**config.mk**
```make
export PLATFORM = sky130hd
export DESIGN_NAME = warmup_moving_average_flat
export DESIGN_NICKNAME = d
export VERILOG_FILES = /design/src/hw/rtl/wma_pkg.sv /design/src/hw/rtl/wma_in_if.sv /design/src/hw/rtl/wma_out_if.sv /design/src/hw/rtl/wma_front.sv /design/src/hw/rtl/wma_queue.sv /design/src/hw/rtl/wma_back.sv /design/src/hw/rtl/warmup_moving_average.sv /design/src/flat_wrapper.sv
export SDC_FILE = /design/constraint.sdc
export NUM_CORES = 1
export LEC_CHECK = 0
export ABC_CLOCK_PERIOD_IN_PS = 4410
export BUFFER_PORTS_ARGS = -buffer_cell sky130_fd_sc_hd__buf_2
export CAP_MARGIN = 5
export CORE_MARGIN = 3
export CORE_UTILIZATION = 62
export CTS_CLUSTER_SIZE = 12
export DETAILED_ROUTE_END_ITERATION = 8
export HOLD_SLACK_MARGIN = 0.08
export PLACE_DENSITY = 0.83
export REMOVE_ABC_BUFFERS = 1
export SLEW_MARGIN = 10
export SYNTH_ARGS = -nofsm -noshare
export SYNTH_HDL_FRONTEND = slang
export SYNTH_SLANG_ARGS = --single-unit
```
**constraint.sdc**
```tcl
create_clock -name clk -period 4.41 [get_ports clk]
set_input_delay 0.882 -clock clk [delete_from_list [all_inputs] [get_ports clk]]
set_output_delay 0.882 -clock clk [all_outputs]
set_load 0.01 [all_outputs]
```
**src/hw/rtl/wma_pkg.sv**
```systemverilog
// Shared constants, types and state encodings of the warm-up moving average.
package wma_pkg;

  localparam int WINDOW    = 8;
  localparam int SAMPLE_W  = 16;
  localparam int PTR_W     = (WINDOW > 1) ? $clog2(WINDOW) : 1;
  localparam int CNT_W     = $clog2(WINDOW + 1);
  localparam int SUM_W     = SAMPLE_W + $clog2(WINDOW);
  localparam int STEP_W    = $clog2(SUM_W);
  localparam int QDEPTH    = 2;
  localparam int QPTR_W    = 1;
  localparam int QCNT_W    = 2;

  localparam logic [PTR_W-1:0] PTR_LAST   = PTR_W'(WINDOW - 1);
  localparam logic [CNT_W-1:0] CNT_WINDOW = CNT_W'(WINDOW);
  localparam logic [STEP_W-1:0] STEP_LAST = STEP_W'(SUM_W - 1);

  typedef logic [SAMPLE_W-1:0] sample_t;

  // One queued job: window sum, its divisor and the full flag to report
  typedef struct packed {
    logic [SUM_W-1:0] sum;
    logic [CNT_W-1:0] divisor;
    logic             full;
  } job_t;

  typedef enum logic {
    F_IDLE,
    F_UPDATE
  } front_state_t;

  typedef enum logic [1:0] {
    B_IDLE,
    B_DIV,
    B_HOLD
  } back_state_t;

endpackage

```
**src/hw/rtl/wma_in_if.sv**
```systemverilog
// Sample input channel: valid/ready handshake with the echo width payload.
interface wma_in_if;
  logic              valid;
  logic              ready;
  wma_pkg::sample_t  echo_width;

  modport source (output valid, output echo_width, input ready);
  modport sink   (input valid, input echo_width, output ready);
endinterface

```
**src/hw/rtl/wma_out_if.sv**
```systemverilog
// Result channel: valid/ready handshake with the mean and window-full flag.
interface wma_out_if;
  logic              valid;
  logic              ready;
  wma_pkg::sample_t  mean_value;
  logic              window_full;

  modport source (output valid, output mean_value, output window_full, input ready);
  modport sink   (input valid, input mean_value, input window_full, output ready);
endinterface

```
**src/hw/rtl/wma_front.sv**
```systemverilog
// Front end: accepts samples, maintains the sample ring and running sum, queues jobs.
module wma_front (
  input  logic                 clk,
  input  logic                 rst_n,
  wma_in_if.sink               in_ch,
  input  logic                 q_full,
  output logic                 q_push,
  output wma_pkg::job_t        q_job
);

  wma_pkg::front_state_t state_r, state_nxt;

  wma_pkg::sample_t              store_mem [wma_pkg::WINDOW];
  wma_pkg::sample_t              rd_data_r;
  wma_pkg::sample_t              x_r;
  logic [wma_pkg::CNT_W-1:0]     fill_count_r, fill_count_nxt;
  logic                          filled_r, filled_nxt;
  logic [wma_pkg::SUM_W-1:0]     sum_r, sum_nxt;
  logic [wma_pkg::PTR_W-1:0]     oldest_r, oldest_nxt;
  logic [wma_pkg::PTR_W-1:0]     slot;
  logic [wma_pkg::CNT_W-1:0]     count_inc;
  logic                          accept;
  logic                          update;

  assign slot      = filled_r ? oldest_r : fill_count_r[wma_pkg::PTR_W-1:0];
  assign count_inc = fill_count_r + wma_pkg::CNT_W'(1);
  assign accept    = in_ch.valid && in_ch.ready;

  always_comb begin
    state_nxt = state_r;
    case (state_r)
      wma_pkg::F_IDLE:   if (accept) state_nxt = wma_pkg::F_UPDATE;
      wma_pkg::F_UPDATE: state_nxt = wma_pkg::F_IDLE;
      default:           state_nxt = wma_pkg::F_IDLE;
    endcase
  end

  always_comb begin
    in_ch.ready = 1'b0;
    update      = 1'b0;
    case (state_r)
      wma_pkg::F_IDLE:   in_ch.ready = !q_full;
      wma_pkg::F_UPDATE: update = 1'b1;
      default: begin
        in_ch.ready = 1'b0;
        update      = 1'b0;
      end
    endcase
  end

  // Drop the oldest sample only once the window has filled
  always_comb begin
    fill_count_nxt = fill_count_r;
    filled_nxt     = filled_r;
    oldest_nxt     = oldest_r;
    sum_nxt        = sum_r + wma_pkg::SUM_W'(x_r);
    if (filled_r) begin
      sum_nxt    = sum_r - wma_pkg::SUM_W'(rd_data_r) + wma_pkg::SUM_W'(x_r);
      oldest_nxt = (oldest_r == wma_pkg::PTR_LAST) ? '0 : oldest_r + wma_pkg::PTR_W'(1);
    end else begin
      fill_count_nxt = count_inc;
      if (count_inc >= wma_pkg::CNT_WINDOW) begin
        filled_nxt = 1'b1;
        oldest_nxt = '0;
      end
    end
  end

  assign q_push        = update;
  assign q_job.sum     = sum_nxt;
  assign q_job.divisor = filled_r ? wma_pkg::CNT_WINDOW : count_inc;
  assign q_job.full    = filled_nxt;

  always_ff @(posedge clk) begin
    if (accept) begin
      x_r       <= in_ch.echo_width;
      rd_data_r <= store_mem[slot];
    end
    if (update) store_mem[slot] <= x_r;
  end

  always_ff @(posedge clk) begin
    if (!rst_n) begin
      state_r      <= wma_pkg::F_IDLE;
      fill_count_r <= '0;
      filled_r     <= 1'b0;
      sum_r        <= '0;
      oldest_r     <= '0;
    end else begin
      state_r <= state_nxt;
      if (update) begin
        fill_count_r <= fill_count_nxt;
        filled_r     <= filled_nxt;
        sum_r        <= sum_nxt;
        oldest_r     <= oldest_nxt;
      end
    end
  end

endmodule

```
**src/hw/rtl/wma_queue.sv**
```systemverilog
// Two-entry job queue between the front end and the divider.
module wma_queue (
  input  logic           clk,
  input  logic           rst_n,
  input  logic           push,
  input  wma_pkg::job_t  push_job,
  output logic           full,
  input  logic           pop,
  output wma_pkg::job_t  pop_job,
  output logic           empty
);

  wma_pkg::job_t               entries [wma_pkg::QDEPTH];
  logic [wma_pkg::QPTR_W-1:0]  wr_ptr_r, rd_ptr_r;
  logic [wma_pkg::QCNT_W-1:0]  count_r;
  logic                        do_push, do_pop;

  assign full    = (count_r == wma_pkg::QCNT_W'(wma_pkg::QDEPTH));
  assign empty   = (count_r == '0);
  assign do_push = push && !full;
  assign do_pop  = pop && !empty;
  assign pop_job = entries[rd_ptr_r];

  always_ff @(posedge clk) begin
    if (do_push) entries[wr_ptr_r] <= push_job;
  end

  always_ff @(posedge clk) begin
    if (!rst_n) begin
      wr_ptr_r <= '0;
      rd_ptr_r <= '0;
      count_r  <= '0;
    end else begin
      if (do_push) wr_ptr_r <= wr_ptr_r + wma_pkg::QPTR_W'(1);
      if (do_pop)  rd_ptr_r <= rd_ptr_r + wma_pkg::QPTR_W'(1);
      case ({do_push, do_pop})
        2'b10:   count_r <= count_r + wma_pkg::QCNT_W'(1);
        2'b01:   count_r <= count_r - wma_pkg::QCNT_W'(1);
        default: count_r <= count_r;
      endcase
    end
  end

endmodule

```
**src/hw/rtl/wma_back.sv**
```systemverilog
// Back end: restoring serial divider and result output register.
module wma_back (
  input  logic           clk,
  input  logic           rst_n,
  input  logic           q_empty,
  input  wma_pkg::job_t  q_job,
  output logic           q_pop,
  wma_out_if.source      out_ch
);

  wma_pkg::back_state_t state_r, state_nxt;

  logic [wma_pkg::SUM_W-1:0]   quo_r;
  logic [wma_pkg::CNT_W-1:0]   rem_r;
  logic [wma_pkg::CNT_W-1:0]   div_r;
  logic                        full_r;
  logic [wma_pkg::STEP_W-1:0]  step_r;
  logic                        out_valid_r;
  wma_pkg::sample_t            mean_r;
  logic                        window_full_r;

  logic [wma_pkg::CNT_W:0]     trial;
  logic                        take;
  logic                        start, stepping, load_out, out_free;

  assign trial    = {rem_r, quo_r[wma_pkg::SUM_W-1]};
  assign take     = (trial >= {1'b0, div_r});
  assign out_free = !out_valid_r || out_ch.ready;

  always_comb begin
    state_nxt = state_r;
    case (state_r)
      wma_pkg::B_IDLE: if (!q_empty) state_nxt = wma_pkg::B_DIV;
      wma_pkg::B_DIV:  if (step_r == '0) state_nxt = wma_pkg::B_HOLD;
      wma_pkg::B_HOLD: if (out_free) state_nxt = wma_pkg::B_IDLE;
      default:         state_nxt = wma_pkg::B_IDLE;
    endcase
  end

  always_comb begin
    start    = 1'b0;
    stepping = 1'b0;
    load_out = 1'b0;
    case (state_r)
      wma_pkg::B_IDLE: start = !q_empty;
      wma_pkg::B_DIV:  stepping = 1'b1;
      wma_pkg::B_HOLD: load_out = out_free;
      default: begin
        start    = 1'b0;
        stepping = 1'b0;
        load_out = 1'b0;
      end
    endcase
  end

  assign q_pop              = start;
  assign out_ch.valid       = out_valid_r;
  assign out_ch.mean_value  = mean_r;
  assign out_ch.window_full = window_full_r;

  // Shift in one quotient bit per cycle, MSB first
  always_ff @(posedge clk) begin
    if (start) begin
      quo_r  <= q_job.sum;
      rem_r  <= '0;
      div_r  <= q_job.divisor;
      full_r <= q_job.full;
      step_r <= wma_pkg::STEP_LAST;
    end else if (stepping) begin
      quo_r  <= {quo_r[wma_pkg::SUM_W-2:0], take};
      rem_r  <= take ? wma_pkg::CNT_W'(trial - {1'b0, div_r})
                     : trial[wma_pkg::CNT_W-1:0];
      step_r <= step_r - wma_pkg::STEP_W'(1);
    end
    if (load_out) begin
      mean_r        <= quo_r[wma_pkg::SAMPLE_W-1:0];
      window_full_r <= full_r;
    end
  end

  always_ff @(posedge clk) begin
    if (!rst_n) begin
      state_r     <= wma_pkg::B_IDLE;
      out_valid_r <= 1'b0;
    end else begin
      state_r <= state_nxt;
      if (load_out)          out_valid_r <= 1'b1;
      else if (out_ch.ready) out_valid_r <= 1'b0;
    end
  end

endmodule

```
**src/hw/rtl/warmup_moving_average.sv**
```systemverilog
// Top level of the warm-up moving average: front end, job queue and divider.
//
//   channel  dir  handshake         payload
//   in_ch    in   valid / ready     echo_width[15:0]
//   out_ch   out  valid / ready     mean_value[15:0], window_full
//
// In the front end the ring slot is read when a sample is accepted, then the sum
// is updated and the sample written back; no new sample is taken during the update.
// The back end divides with the one-bit-per-cycle restoring divider and loads the
// result into the output register. Reset is synchronous and active low and empties
// the window. The two-entry queue lets the front end keep accepting while the
// divider works or a result waits for out_ch.ready.
module warmup_moving_average (
  input  logic       clk,
  input  logic       rst_n,
  wma_in_if.sink     in_ch,
  wma_out_if.source  out_ch
);

  logic           q_push, q_full, q_pop, q_empty;
  wma_pkg::job_t  push_job, pop_job;

  wma_front u_front (
    .clk    (clk),
    .rst_n  (rst_n),
    .in_ch  (in_ch),
    .q_full (q_full),
    .q_push (q_push),
    .q_job  (push_job)
  );

  wma_queue u_queue (
    .clk      (clk),
    .rst_n    (rst_n),
    .push     (q_push),
    .push_job (push_job),
    .full     (q_full),
    .pop      (q_pop),
    .pop_job  (pop_job),
    .empty    (q_empty)
  );

  wma_back u_back (
    .clk     (clk),
    .rst_n   (rst_n),
    .q_empty (q_empty),
    .q_job   (pop_job),
    .q_pop   (q_pop),
    .out_ch  (out_ch)
  );

endmodule
```
**src/flat_wrapper.sv**
```systemverilog
// flat-port wrapper written by rule: the top's interface ports become plain ports
module warmup_moving_average_flat 
  (clk, rst_n, in_ch_valid, in_ch_echo_width, in_ch_ready, out_ch_valid, out_ch_mean_value, out_ch_window_full, out_ch_ready);
  wma_in_if in_ch_i ();
  wma_out_if out_ch_i ();
  input  logic clk;
  input  logic rst_n;
  input wire logic [$bits(in_ch_i.valid)-1:0] in_ch_valid;
  input wire logic [$bits(in_ch_i.echo_width)-1:0] in_ch_echo_width;
  output wire logic [$bits(in_ch_i.ready)-1:0] in_ch_ready;
  output wire logic [$bits(out_ch_i.valid)-1:0] out_ch_valid;
  output wire logic [$bits(out_ch_i.mean_value)-1:0] out_ch_mean_value;
  output wire logic [$bits(out_ch_i.window_full)-1:0] out_ch_window_full;
  input wire logic [$bits(out_ch_i.ready)-1:0] out_ch_ready;
  assign in_ch_i.valid = in_ch_valid;
  assign in_ch_i.echo_width = in_ch_echo_width;
  assign in_ch_ready = in_ch_i.ready;
  assign out_ch_valid = out_ch_i.valid;
  assign out_ch_mean_value = out_ch_i.mean_value;
  assign out_ch_window_full = out_ch_i.window_full;
  assign out_ch_i.ready = out_ch_ready;
  warmup_moving_average u_core (.clk(clk), .rst_n(rst_n), .in_ch(in_ch_i), .out_ch(out_ch_i));
endmodule
```
## Word-level counts from Yosys, hierarchy flattened

Memory sizes are Yosys's and may differ from the RTL's. A register that Yosys moved wholly into a read port is not among the register bits.
Cells that the tools add are included.
Widths: inputs -> output; s select.

- Register bits: 101
- Bits in writable memories: 176
- Input bits: 20
- Output and inout port bits: 19
- Logic and storage cells: 92
- Memories: 2

- $add $sub $neg: 11
- $lt $le $gt $ge: 2
- Equal/unequal tests: 9
- Multiplexer cells: 31
- Bitwise logic cells: 2
- Reductions and logical operators: 17

Memory list:

| memory | depth | width | rd ports | clocked after Yosys merged registers in | write ports | line | RTL |
|---|---|---|---|---|---|---|---|
| u_core.u_front.store_mem | 8 | 16 | 1 | 1 | 1 | wma_front.sv:13 | `wma_pkg::sample_t store_mem [wma_pkg::WINDOW];` |
| u_core.u_queue.entries | 2 | 24 | 1 | 1 | 1 | wma_queue.sv:13 | `wma_pkg::job_t entries [wma_pkg::QDEPTH];` |

Operator list:

| cell | number |
|---|---|
| $mux 19 | 3 |
| $add 19x16->19 | 2 |
| $sub 19x16->19 | 1 |
| $mux 1 | 16 |
| $mux 3 | 4 |
| $mux 4 | 2 |
| $reduce_bool 2->1 | 4 |
| $eq 2x2->1 const B | 3 |
| $mux 2 | 3 |
| $ne 2x2->1 const B | 3 |
| $pmux 2 s3 | 1 |
| $ge 5x4->1 | 1 |
| $logic_not 5->1 | 1 |
| $sub 5x1->5 const B | 1 |
| $add 4x1->4 const B | 1 |
| $eq 2x1->1 const B | 2 |
| $ge 4x4->1 const B | 1 |
| $logic_not 2->1 | 2 |
| $pmux 2 s2 | 1 |
| $reduce_and 2->1 | 2 |
| $sub 4x4->4 | 1 |
| $add 3x1->3 const B | 1 |
| $eq 3x3->1 const B | 1 |
| $logic_and 1x1->1 | 3 |
| other kinds (8) | 12 |

## Logic depth before layout (Yosys ltp)

Gate-level depths: netlist of the first run.

- Depth after elaboration: 6
- Depth in mapped cells: 12
- Mapped depth without buffers: 12

## Hierarchy

Synthesis of the first run repeated with hierarchy kept, for this count alone.

- Cell total of the unflattened synthesis: 1207
- Area total of the unflattened synthesis: 13899.6 µm²

Modules (own cells, without submodules):

| module | instances | cells an instance | area each (µm²) | sequential area each (µm²) |
|---|---|---|---|---|
| wma_front | 1 | 921 | 9763.1 | 5365.1 |
| wma_back | 1 | 185 | 2173.3 | 1471.4 |
| wma_queue | 1 | 101 | 1963.1 | 1541.5 |

## Worst setup path after synthesis of the first run

Ideal clock, no wire load.

- Kind: register -> register
- Start point: reg u_core.u_front.x_r[1]
- End point: mem u_core.u_queue.entries[0][21] (netlist bit) (data pin)
- Setup time: 0.262 ns
- Arrival time: 2.872 ns
- Data required time: 4.148 ns
- Setup slack: 1.276 ns
- Stages on the path, launching flop included: 12
- Path buffers: 0
- Period minus slack after synthesis: 3.134 ns
- Cell sequence: edfxtp_1 > inv_1 > fa_1 > inv_1 > fa_1 > a21o_1 > a311o_1 > o211ai_2 > nand2b_2 > a221oi_2 > xnor2_1 > mux2_2

RTL lines:

| what | line | RTL |
|---|---|---|
| start: declaration | wma_front.sv:15 | `wma_pkg::sample_t x_r;` |
| start signal: assignment | wma_front.sv:76 | `x_r <= in_ch.echo_width;` |
| end: declaration | wma_queue.sv:13 |  |

==> results.json, run 1 <==
{
  "status": "finished clean",
  "io_pins": 39,
  "critPathArrivalTime_ns": 3.73,
  "ff2ff_setup_slack_ns": 0.96,
  "power_density_nw_per_um2": 599.9,
  "cts_buffers": 30,
  "routedWlPerCell_um": 18.38,
  "ant_nets": 0,
  "die_y_um": 154.7,
  "gr-total-overflow": 0,
  "place.gp.congestion": 0.9090,
  "synth_edf_count": 249,
  "start_kind": "flop",
  "cp_max_fo": 11,
  "critPathKind": "flop to flop",
  "synth_cells": 1179,
  "slowest_delay_ns": 0.57,
  "met3RoutedLength_mm": 1.840,
  "yosysMostFrequentCell": "edfxtp_1",
  "track_usage_pct": 23.42,
  "fmax_mhz": 290.2,
  "antenna_cells": 0,
  "fp.dieW_um": 154.7,
  "ys.flop_type": "edfxtp_1",
  "hold_class": "flop to flop",
  "nNetsFinal": 1296,
  "async_flop_share_pct": 0,
  "maxSlewHeadroom_pct": 21.68,
  "start_util_pct": 64.19,
  "cpLargestDelayFamily": "adder cells",
  "dr.pass1.iters": 5,
  "cts_setup_buffers": 0,
  "tns_ns": 0,
  "drc_errors": 0,
  "ys_top_cells_by_area": "edfxtp_1 (55%), dfxtp_1 (6.6%), nand2_1 (5.4%)",
  "period_share_pct": 78.13,
  "slew_violations": 0,
  "synth_top_cell_by_area": "edfxtp_1",
  "rows": 53,
  "drt_iter0_drc": 942,
  "wl_met1_mm": 11.66,
  "path_clk_slew_ns": 0.06,
  "syn_to_final_growth_pct": 10.84,
  "cts_tree": "yes",
  "setup_viol": 0,
  "cts_root_buf": "clkbuf_16",
  "detailedPlacementHpwl_mm": 17.34,
  "synth_top_cell_area_share_pct": 54.55,
  "ctsResizeCount": 0,
  "finalHoldViolCount": 0,
  "hold_buffers": 0,
  "synth-warning-count": 0,
  "ys_top_cells_by_count": "edfxtp_1 (249), nand2_1 (199), nand3_1 (94)",
  "fin_total_pwr_w": 0.009115,
  "wl_met2_mm": 13.70,
  "port_buffers": 38,
  "grt_setup_unrepaired": "false",
  "crit_slowest_cell": "edfxtp_1",
  "clock_latency_ns": 0.56,
  "pre_cts_ws_ns": 1.006,
  "cap_viol_max_count": 0,
  "worst-path-buf-inv": 2,
  "period_minus_slack_ns": 3.445,
  "yosysSeqAreaShare_pct": 61.12,
  "dr.max_layer_used": "met4",
  "drt-total-wl_mm": 27.78,
  "worst_pin_slew_ns": 1.171,
  "ys_seq_elements": 294,
  "required_ns": 4.69,
  "clock-sinks": 294,
  "syn_avg_cell_area_sq_um": 11.63,
  "worstPathCellList": "inv_1 -> fa_1 -> inv_1 -> fa_1 -> a21o_1 -> a311o_1 -> o211ai_2 -> nand2b_2 -> a221oi_2 -> xnor2_1 -> mux2_2",
  "ys_types": 67,
  "grt_max_degree": 65,
  "clk_path_buf_depth": 3,
  "fin_util_pct": 71.15,
  "finClkSkew_ns": 0.02248,
  "core_area_sq_um": 21350,
  "drive_gt1_share_pct": 10.99,
  "vias": 9033,
  "postLayoutSetupSlackWorst_ns": 0.9647,
  "cp-end-kind": "flop",
  "grt_pass1_vias": 9064,
  "via_per_inst": 5.974,
  "synth_area_sq_um": 13710,
  "antenna_found_initial": 0,
  "h-tree-depth": 1,
  "grt_pass1_wl_mm": 45.60,
  "peakVddDrop_mv": 0.3943,
  "die_area_sq_um": 23930,
  "power.leakage_nw": 5.921
}
power by group:
group,internal (W),switching (W)
clock,0.00143,0.00100
combinational,0.00106,0.00175
sequential,0.00362,0.000250
total,0.00611,0.00301
worst paths after layout:
kind,from,to,cells past startpoint
worst max-delay path,u_core.u_front.x_r[1]$_DFFE_PP_,u_core.u_queue.entries[1][21]$_DFFE_PP_,11
worst min-delay path,u_core.u_back.quo_r[10]$_DFFE_PP_,u_core.u_back.out_ch.mean_value[10]$_DFFE_PP_,0
worst max register to register,u_core.u_front.x_r[1]$_DFFE_PP_,u_core.u_queue.entries[1][21]$_DFFE_PP_,11
worst min register to register,u_core.u_back.quo_r[10]$_DFFE_PP_,u_core.u_back.out_ch.mean_value[10]$_DFFE_PP_,0
kinds of logic (layout without fill, tap and decap cells):
logic type	count (synthesis)	in the layout	synth area share [%]
xor+xnor	43	43	2.748
simple gates	409	409	13.11
buf+inv	140	198	3.889
fa+ha+maj	63	63	6.737
mux	42	42	3.359
compound gates	188	188	9.037
flops	294	294	61.12
routing by layer:
metal	track usage, %	vias up
li1	-	4271
met1	31.83	4365
met2	39.64	341
met3	3.274	56
met4	7.317	0
met5	0	-
flip-flops by register name (all words and copies together) (netlist names), 2 cells and up, named ones only:
signal	cells
u_core.u_front.sum_r	19
u_core.u_back.step_r	5
u_core.u_back.rem_r	4
u_core.u_front.rd_data_r	16
u_core.u_front.fill_count_r	4
u_core.u_front.store_mem	128
u_core.u_back.div_r	4
u_core.u_queue.count_r	2
u_core.u_front.oldest_r	3
u_core.u_back.quo_r	19
u_core.u_back.out_ch.mean_value	16
u_core.u_back.state_r	2
u_core.u_queue.entries	48
u_core.u_front.x_r	16
through the flow:
step	hold slack (ns)	cell area [sq um]	cells
after global placement	0.4240	14250	1456
after detailed placement	0.4333	14250	1456
after global routing	0.4673	15190	1512
final	0.4405	15190	1512
after CTS	0.4464	15190	1512
after floorplan	0.4003	13510	1128
layout by cell type (no fill, tap or decap), types with 7 or more instances in the layout:
cell type  count
clkbuf_1      16
a211oi_1       9
buf_2         38
o21ai_0       68
xnor2_1       22
edfxtp_1     249
nor2_1        56
nand2_1      199
clkbuf_16     30
xor2_1        21
nor2b_1        7
a21oi_1       36
ha_1          45
buf_4         15
nand3_1       94
mux2_2        12
a21o_1        15
inv_1         89
fa_1          18
a31oi_1        8
mux2i_1       25
dfxtp_1       45
area by class of cell:
type                       instances  area, sq um
clock buffer                      49        852.1
clock inverter                     7        95.09
fill                            1448         6160
inverter                          89        334.1
multi-input combinational        745         4887
sequential                       294         8378
tap                              275        344.1
timing repair buffer              53        302.8
(Power assumes the default switching activity.)
==> run 2, diff against run 1 <==
--- a/config.mk
+++ b/config.mk
@@ -5,15 +5,16 @@
 export SDC_FILE = /design/constraint.sdc
 export NUM_CORES = 1
 export LEC_CHECK = 0
-export ABC_CLOCK_PERIOD_IN_PS = 4410
+export ABC_AREA = 1
+export ABC_CLOCK_PERIOD_IN_PS = 2800
 export BUFFER_PORTS_ARGS = -buffer_cell sky130_fd_sc_hd__buf_2
 export CAP_MARGIN = 5
 export CORE_MARGIN = 3
-export CORE_UTILIZATION = 62
+export CORE_UTILIZATION = 56
 export CTS_CLUSTER_SIZE = 12
 export DETAILED_ROUTE_END_ITERATION = 8
 export HOLD_SLACK_MARGIN = 0.08
-export PLACE_DENSITY = 0.83
+export PLACE_DENSITY = 0.8
 export REMOVE_ABC_BUFFERS = 1
 export SLEW_MARGIN = 10
 export SYNTH_ARGS = -nofsm -noshare
==> constraint.sdc (replaced) <==
create_clock -name clk -period 2.8 [get_ports clk]
set_input_delay 0.56 -clock clk [delete_from_list [all_inputs] [get_ports clk]]
set_output_delay 0.56 -clock clk [all_outputs]
set_load 0.01 [all_outputs]
==> results.json, run 2 <==
{
  "h-tree-depth": 1,
  "nNetsFinal": 1528,
  "synthAdderAreaFrac_pct": 6.713,
  "grt_max_degree": 62,
  "peakVddDrop_mv": 0.5664,
  "detailedPlacementHpwl_mm": 20.61,
  "dr.pass1.iters": 6,
  "syn_to_final_growth_pct": 12.53,
  "antenna_found_initial": 0,
  "worstPathCellList": "inv_1 -> fa_1 -> inv_1 -> fa_1 -> nand3_1 -> nand3_1 -> inv_1 -> o21ai_0 -> xor2_1 -> nand2_1 -> nand2_1 -> o21ai_1 -> inv_1",
  "finish.instance_area_sq_um": 15480,
  "fin_util_pct": 64.97,
  "die_area_sq_um": 26480,
  "postPlaceCellArea_sq_um": 14540,
  "ys_top_cells_by_count": "nand2_1 (253), edfxtp_1 (249), inv_1 (184)",
  "async_flop_share_pct": 0,
  "grt_pass1_vias": 9582,
  "final_cell_count_no_fill": 1788,
  "cap_viol_max_count": 0,
  "cts_root_buf": "clkbuf_16",
  "die_y_um": 162.7,
  "ant_nets": 0,
  "synthMuxAreaShare_pct": 0.4093,
  "regToRegEndpoint": "u_core.u_front.sum_r[6]$_SDFFE_PN0P_",
  "core_area_sq_um": 23820,
  "synth-compound-area-share_pct": 9.787,
  "drive_gt1_share_pct": 10.01,
  "fmax_mhz": 378.6,
  "yosysSeqAreaShare_pct": 60.91,
  "synth_edf_count": 249,
  "period_minus_slack_ns": 2.642,
  "dpl.cell_count": 1732,
  "synth-warning-count": 0,
  "cp_max_fo": 4,
  "finalHoldViolCount": 0,
  "yosys.area_share.simple_pct": 15.10,
  "regMostFlops": "u_core.u_front.store_mem",
  "r2r-start": "u_core.u_front.sum_r[1]$_SDFFE_PN0P_",
  "hold_depth": 1,
  "period_share_pct": 94.34,
  "synth_top_family_by_area": "simple AND/OR/NAND/NOR gates",
  "cts_setup_buffers": 0,
  "io_pins": 39,
  "reg_top3": "u_core.u_front.store_mem (128), u_core.u_queue.entries (48)",
  "synth_area_sq_um": 13760,
  "synth_cells": 1366,
  "whs_ns": 0.1874,
  "largest_reg_flops": 128,
  "routedWlPerCell_um": 16.46,
  "status": "finished clean",
  "via_per_inst": 5.501,
  "ctsResizeCount": 0,
  "syn_avg_cell_area_sq_um": 10.07,
  "worst_pin_slew_ns": 0.7449,
  "maxSlewHeadroom_pct": 50.29,
  "ys_seq_elements": 294,
  "ff2ff_setup_slack_ns": 0.16,
  "clk_path_buf_depth": 3,
  "port_buffers": 38,
  "antenna_cells": 0,
  "ys_types": 42,
  "synth_top_cell_area_share_pct": 54.36,
  "layout_commonest_cell": "nand2_1",
  "required_ns": 3.23,
  "hold_path_end": "u_core.u_front.x_r[10]$_DFFE_PP_",
  "critPathArrivalTime_ns": 3.07,
  "rows": 56,
  "fin_total_pwr_w": 0.01426,
  "critPathKind": "flop to flop",
  "crit_slowest_cell": "fa_1",
  "start_kind": "flop",
  "gr-total-overflow": 0,
  "slew_violations": 0,
  "track_usage_pct": 22.33,
  "power.leakage_nw": 6.502,
  "reg2reg_depth": 13,
  "power_density_nw_per_um2": 921.0,
  "drt-total-wl_mm": 29.43,
  "clock-sinks": 294,
  "hold_buffers": 0,
  "place.gp.congestion": 1.004,
  "ys_top_cells_by_area": "edfxtp_1 (54%), nand2_1 (6.9%), dfxtp_1 (6.5%)",
  "hold_start": "in_ch_echo_width[10]",
  "synth_top_cell_by_area": "edfxtp_1",
  "grt_pass1_wl_mm": 47.24,
  "finClkSkew_ns": 0.01221,
  "cts_tree": "yes",
  "cpMostUsedCell": "inv_1",
  "hold_class": "input pin to flop",
  "synthXorXnorAreaFrac_pct": 0.6367,
  "drc_errors": 0,
  "path_clk_slew_ns": 0.06,
  "start_util_pct": 57.74,
  "vias": 9835,
  "slowest_delay_ns": 0.49,
  "clock_latency_ns": 0.55,
  "drt_iter0_drc": 1180,
  "final_cell_mix": "nand2_1 (253), edfxtp_1 (249), inv_1 (184)",
  "setup_viol": 0,
  "cp-end-kind": "flop",
  "yosysMostFrequentCell": "nand2_1",
  "ys.flop_type": "edfxtp_1",
  "fp.dieW_um": 162.7,
  "cts_buffers": 30
}
[run 2: changes by cell type after synthesis, sizes merged, moves of 8 or more]
cell and delta:
a21o -16, nand3 -34, nand2 +55, nor2 +122, inv +102, a21oi +37
o2111ai +15, o21ai +83, xnor2 -20, mux2i -28, a31oi -8, xor2 -13
[run 2: how the worst max path moves through the flow]
stage | startpoint | endpoint | slack [ns] | cells past startpoint
finish | u_core.u_front.sum_r[1]$_SDFFE_PN0P_ | u_core.u_front.sum_r[6]$_SDFFE_PN0P_ | 0.16 | 13
global route | u_core.u_front.sum_r[1]$_SDFFE_PN0P_ | u_core.u_front.sum_r[6]$_SDFFE_PN0P_ | -0.01 | 13
CTS | u_core.u_front.sum_r[1]$_SDFFE_PN0P_ | u_core.u_front.sum_r[6]$_SDFFE_PN0P_ | 0.14 | 13
detailed placement | u_core.u_front.sum_r[1]$_SDFFE_PN0P_ | u_core.u_front.sum_r[6]$_SDFFE_PN0P_ | 0.19 | 13
global placement | u_core.u_front.rd_data_r[2]$_DFFE_PP_ | u_core.u_queue.entries[0][20]$_DFFE_PP_ | 0.29 | 12
floorplan | u_core.u_front.filled_r$_SDFFE_PN0P_ | u_core.u_front.store_mem[4][0]$_DFFE_PP_ | -0.94 | 6
[run 2: metal layers]
layer / routed length [um] / up-vias / GRT usage [%]
met3: 2434 / 85 / 3.077
li1: - / 4761 / -
met4: 946 / 0 / 8.804
met2: 13580 / 423 / 35.90
met1: 12470 / 4566 / 31.16
met5: 0 / - / 0
[run 2: where the power goes]
| part | switching, W | internal, W |
|---|---|---|
| combinational | 0.00305 | 0.00144 |
| sequential | 0.000307 | 0.00571 |
| clock | 0.00154 | 0.00221 |
| total | 0.00490 | 0.00936 |
[run 2: cell families after synthesis]
| logic type | after synthesis |
|---|---|
| simple gates | 513 |
| buf+inv | 230 |
| fa+ha+maj | 63 |
| compound gates | 251 |
| flops | 294 |
| xor+xnor | 10 |
| mux | 5 |
[run 2: worst max-delay path: cells and delay by family, from the launching register on]
kind / cells / cell delay, ns
buf+inv: 4 / 0.31
flops: 1 / 0.38
xor+xnor: 1 / 0.16
simple gates: 4 / 0.43
compound gates: 2 / 0.28
fa+ha+maj: 2 / 0.96
[run 2: final cells by class]
class	instances	area (sq um)
Inverter	193	724.4
Fill cell	1830	8344
Clock buffer	51	880.8
Timing Repair Buffer	84	535.5
Sequential cell	294	8378
Tap cell	319	399.1
Multi-Input combinational cell	842	4511
Clock inverter	5	50.05
[run 2: per-stage QoR]
step                setup TNS (ns)  worst slack [ns]
finish                           0            0.1585
global route              -0.01145          -0.01145
CTS                              0            0.1386
detailed placement               0            0.1928
global placement                 0            0.2859
floorplan                   -74.95           -0.9420
==> run 3, diff against run 2 <==
--- a/config.mk
+++ b/config.mk
@@ -10,11 +10,11 @@
 export BUFFER_PORTS_ARGS = -buffer_cell sky130_fd_sc_hd__buf_2
 export CAP_MARGIN = 5
 export CORE_MARGIN = 3
-export CORE_UTILIZATION = 56
+export CORE_UTILIZATION = 45
 export CTS_CLUSTER_SIZE = 12
 export DETAILED_ROUTE_END_ITERATION = 8
 export HOLD_SLACK_MARGIN = 0.08
-export PLACE_DENSITY = 0.8
+export PLACE_DENSITY = 0.67
 export REMOVE_ABC_BUFFERS = 1
 export SLEW_MARGIN = 10
 export SYNTH_ARGS = -nofsm -noshare
==> results.json, run 3 (synthesis gave the netlist of run 2 again) <==
{
  "p_comb_share_pct": 30.8,
  "core_area_sq_um": 29870,
  "gr-total-overflow": 0,
  "nNetsFinal": 1533,
  "layout_commonest_cell": "nand2_1",
  "routedWlPerCell_um": 15.98,
  "grt_max_degree": 41,
  "final_cell_mix": "nand2_1 (253), edfxtp_1 (249), inv_1 (184)",
  "ctsResizeCount": 0,
  "postPlaceCellArea_sq_um": 14670,
  "cts_setup_buffers": 0,
  "postLayoutSetupSlackWorst_ns": 0.2005,
  "die_y_um": 180.8,
  "start_util_pct": 46.04,
  "syn_to_final_growth_pct": 13.89,
  "port_buffers": 38,
  "io_pins": 39,
  "power.internal_w": 0.009515,
  "h-tree-depth": 1,
  "grt_pass1_wl_mm": 47.70,
  "finish.instance_area_sq_um": 15670,
  "fp.dieW_um": 180.8,
  "period_minus_slack_ns": 2.599,
  "cts_buffers": 31,
  "via_per_inst": 5.155,
  "rows": 63,
  "drt_iter0_drc": 623,
  "critPathKind": "flop to flop",
  "grt_setup_unrepaired": "false",
  "vias": 9609,
  "worst_pin_slew_ns": 0.9534,
  "largest_reg_flops": 128,
  "finalHoldViolCount": 0,
  "cts_root_buf": "clkbuf_16",
  "clock-sinks": 294,
  "cpMostUsedCell": "nand2_1",
  "dr.pass1.iters": 5,
  "maxSlewHeadroom_pct": 36.35,
  "swShare_pct": 34.17,
  "reg_top3": "u_core.u_front.store_mem (128), u_core.u_queue.entries (48)",
  "worstPathCellList": "fa_1 -> inv_1 -> ha_1 -> nand2_1 -> nor2_1 -> nand3_1 -> nand3_1 -> nand2_1 -> nand2_1 -> nand2_1 -> nand3_1 -> nand3_1 -> nand2_1 -> inv_1",
  "antenna_cells": 0,
  "drive_gt1_share_pct": 10.65,
  "pre_cts_ws_ns": 0.1820,
  "cp_max_fo": 4,
  "required_ns": 3.25,
  "power_density_nw_per_um2": 922.7,
  "clk_path_buf_depth": 3,
  "p_clk_share_pct": 27.3,
  "grt_pass1_vias": 9305,
  "seq_power_share_pct": 41.9,
  "status": "finished clean",
  "hold_buffers": 0,
  "start_kind": "flop",
  "ant_nets": 0,
  "place.gp.congestion": 0.9185,
  "antenna_found_initial": 1,
  "cap_viol_max_count": 0,
  "p_switching_w": 0.004940,
  "cp-end-kind": "flop",
  "cts_tree": "yes",
  "finClkSkew_ns": 0.01193,
  "detailedPlacementHpwl_mm": 20.78,
  "peakVddDrop_mv": 0.5297,
  "drt-total-wl_mm": 29.80,
  "fmax_mhz": 384.7,
  "critPathArrivalTime_ns": 3.05,
  "hold_class": "input pin to flop",
  "period_share_pct": 92.84,
  "track_usage_pct": 17.92,
  "crit_slowest_cell": "fa_1",
  "setup_viol": 0,
  "die_area_sq_um": 32700,
  "slew_violations": 0,
  "power.leakage_nw": 6.563,
  "drc_errors": 0,
  "clock_latency_ns": 0.55,
  "slowest_delay_ns": 0.55,
  "regMostFlops": "u_core.u_front.store_mem",
  "path_clk_slew_ns": 0.06
}
## run 3: critical path: cells and delay by family (launching register included)
kind,cells,cell delay [ns]
simple gates,10,1.11
fa+ha+maj,2,0.93
buf+inv,2,0.07
flops,1,0.40
## run 3: power groups by stage
stage / combinational [W] / clock (W) / sequential (W)
floorplan: 0.00308 / 0 / 0.00609
global placement: 0.00429 / 0 / 0.00613
detailed placement: 0.00439 / 0 / 0.00615
CTS: 0.00442 / 0.00404 / 0.00607
global route: 0.00510 / 0.00422 / 0.00614
finish: 0.00445 / 0.00394 / 0.00606
## run 3: path summary, 6_finish.rpt
check                                              from                                    endpoint  slack [ns]  cells after the start
setup / recovery  u_core.u_front.rd_data_r[6]$_DFFE_PP_       u_core.u_front.sum_r[14]$_SDFFE_PN0P_        0.20                     14
hold / removal                      in_ch_echo_width[0]             u_core.u_front.x_r[0]$_DFFE_PP_        0.19                      1
setup reg to reg  u_core.u_front.rd_data_r[6]$_DFFE_PP_       u_core.u_front.sum_r[14]$_SDFFE_PN0P_        0.20                     14
hold reg to reg          u_core.u_back.full_r$_DFFE_PP_  u_core.u_back.out_ch.window_full$_DFFE_PP_        0.45                      0
## run 3: final cells by class
cell class / count / area, sq um
clock buffer: 52 / 934.6
clock inverter: 5 / 52.55
fill: 2602 / 14210
inverter: 193 / 724.4
multi-input combinational: 842 / 4511
sequential: 294 / 8378
tap: 390 / 488.0
timing repair buffer: 88 / 578.1
## run 3: metal layers
metal  wire [um]  global-route usage [%]
met1       13860                   24.98
met5           0                       0
met4         810                   5.220
met2       13420                   29.48
met3        1709                   2.537
## run 3: metrics by stage
stage                     std cells  utilization (%)  hold WS (ns)  TNS, ns  power (W)
after floorplan                1329                -        0.4003   -74.95   0.009174
after global placement         1807            49.11        0.4249        0    0.01042
after detailed placement       1807            49.11        0.4295        0    0.01054
after CTS                      1864            52.42        0.1539        0    0.01452
after global routing           1864            52.44        0.1630        0    0.01545
final                          1864            52.44        0.1863        0    0.01446
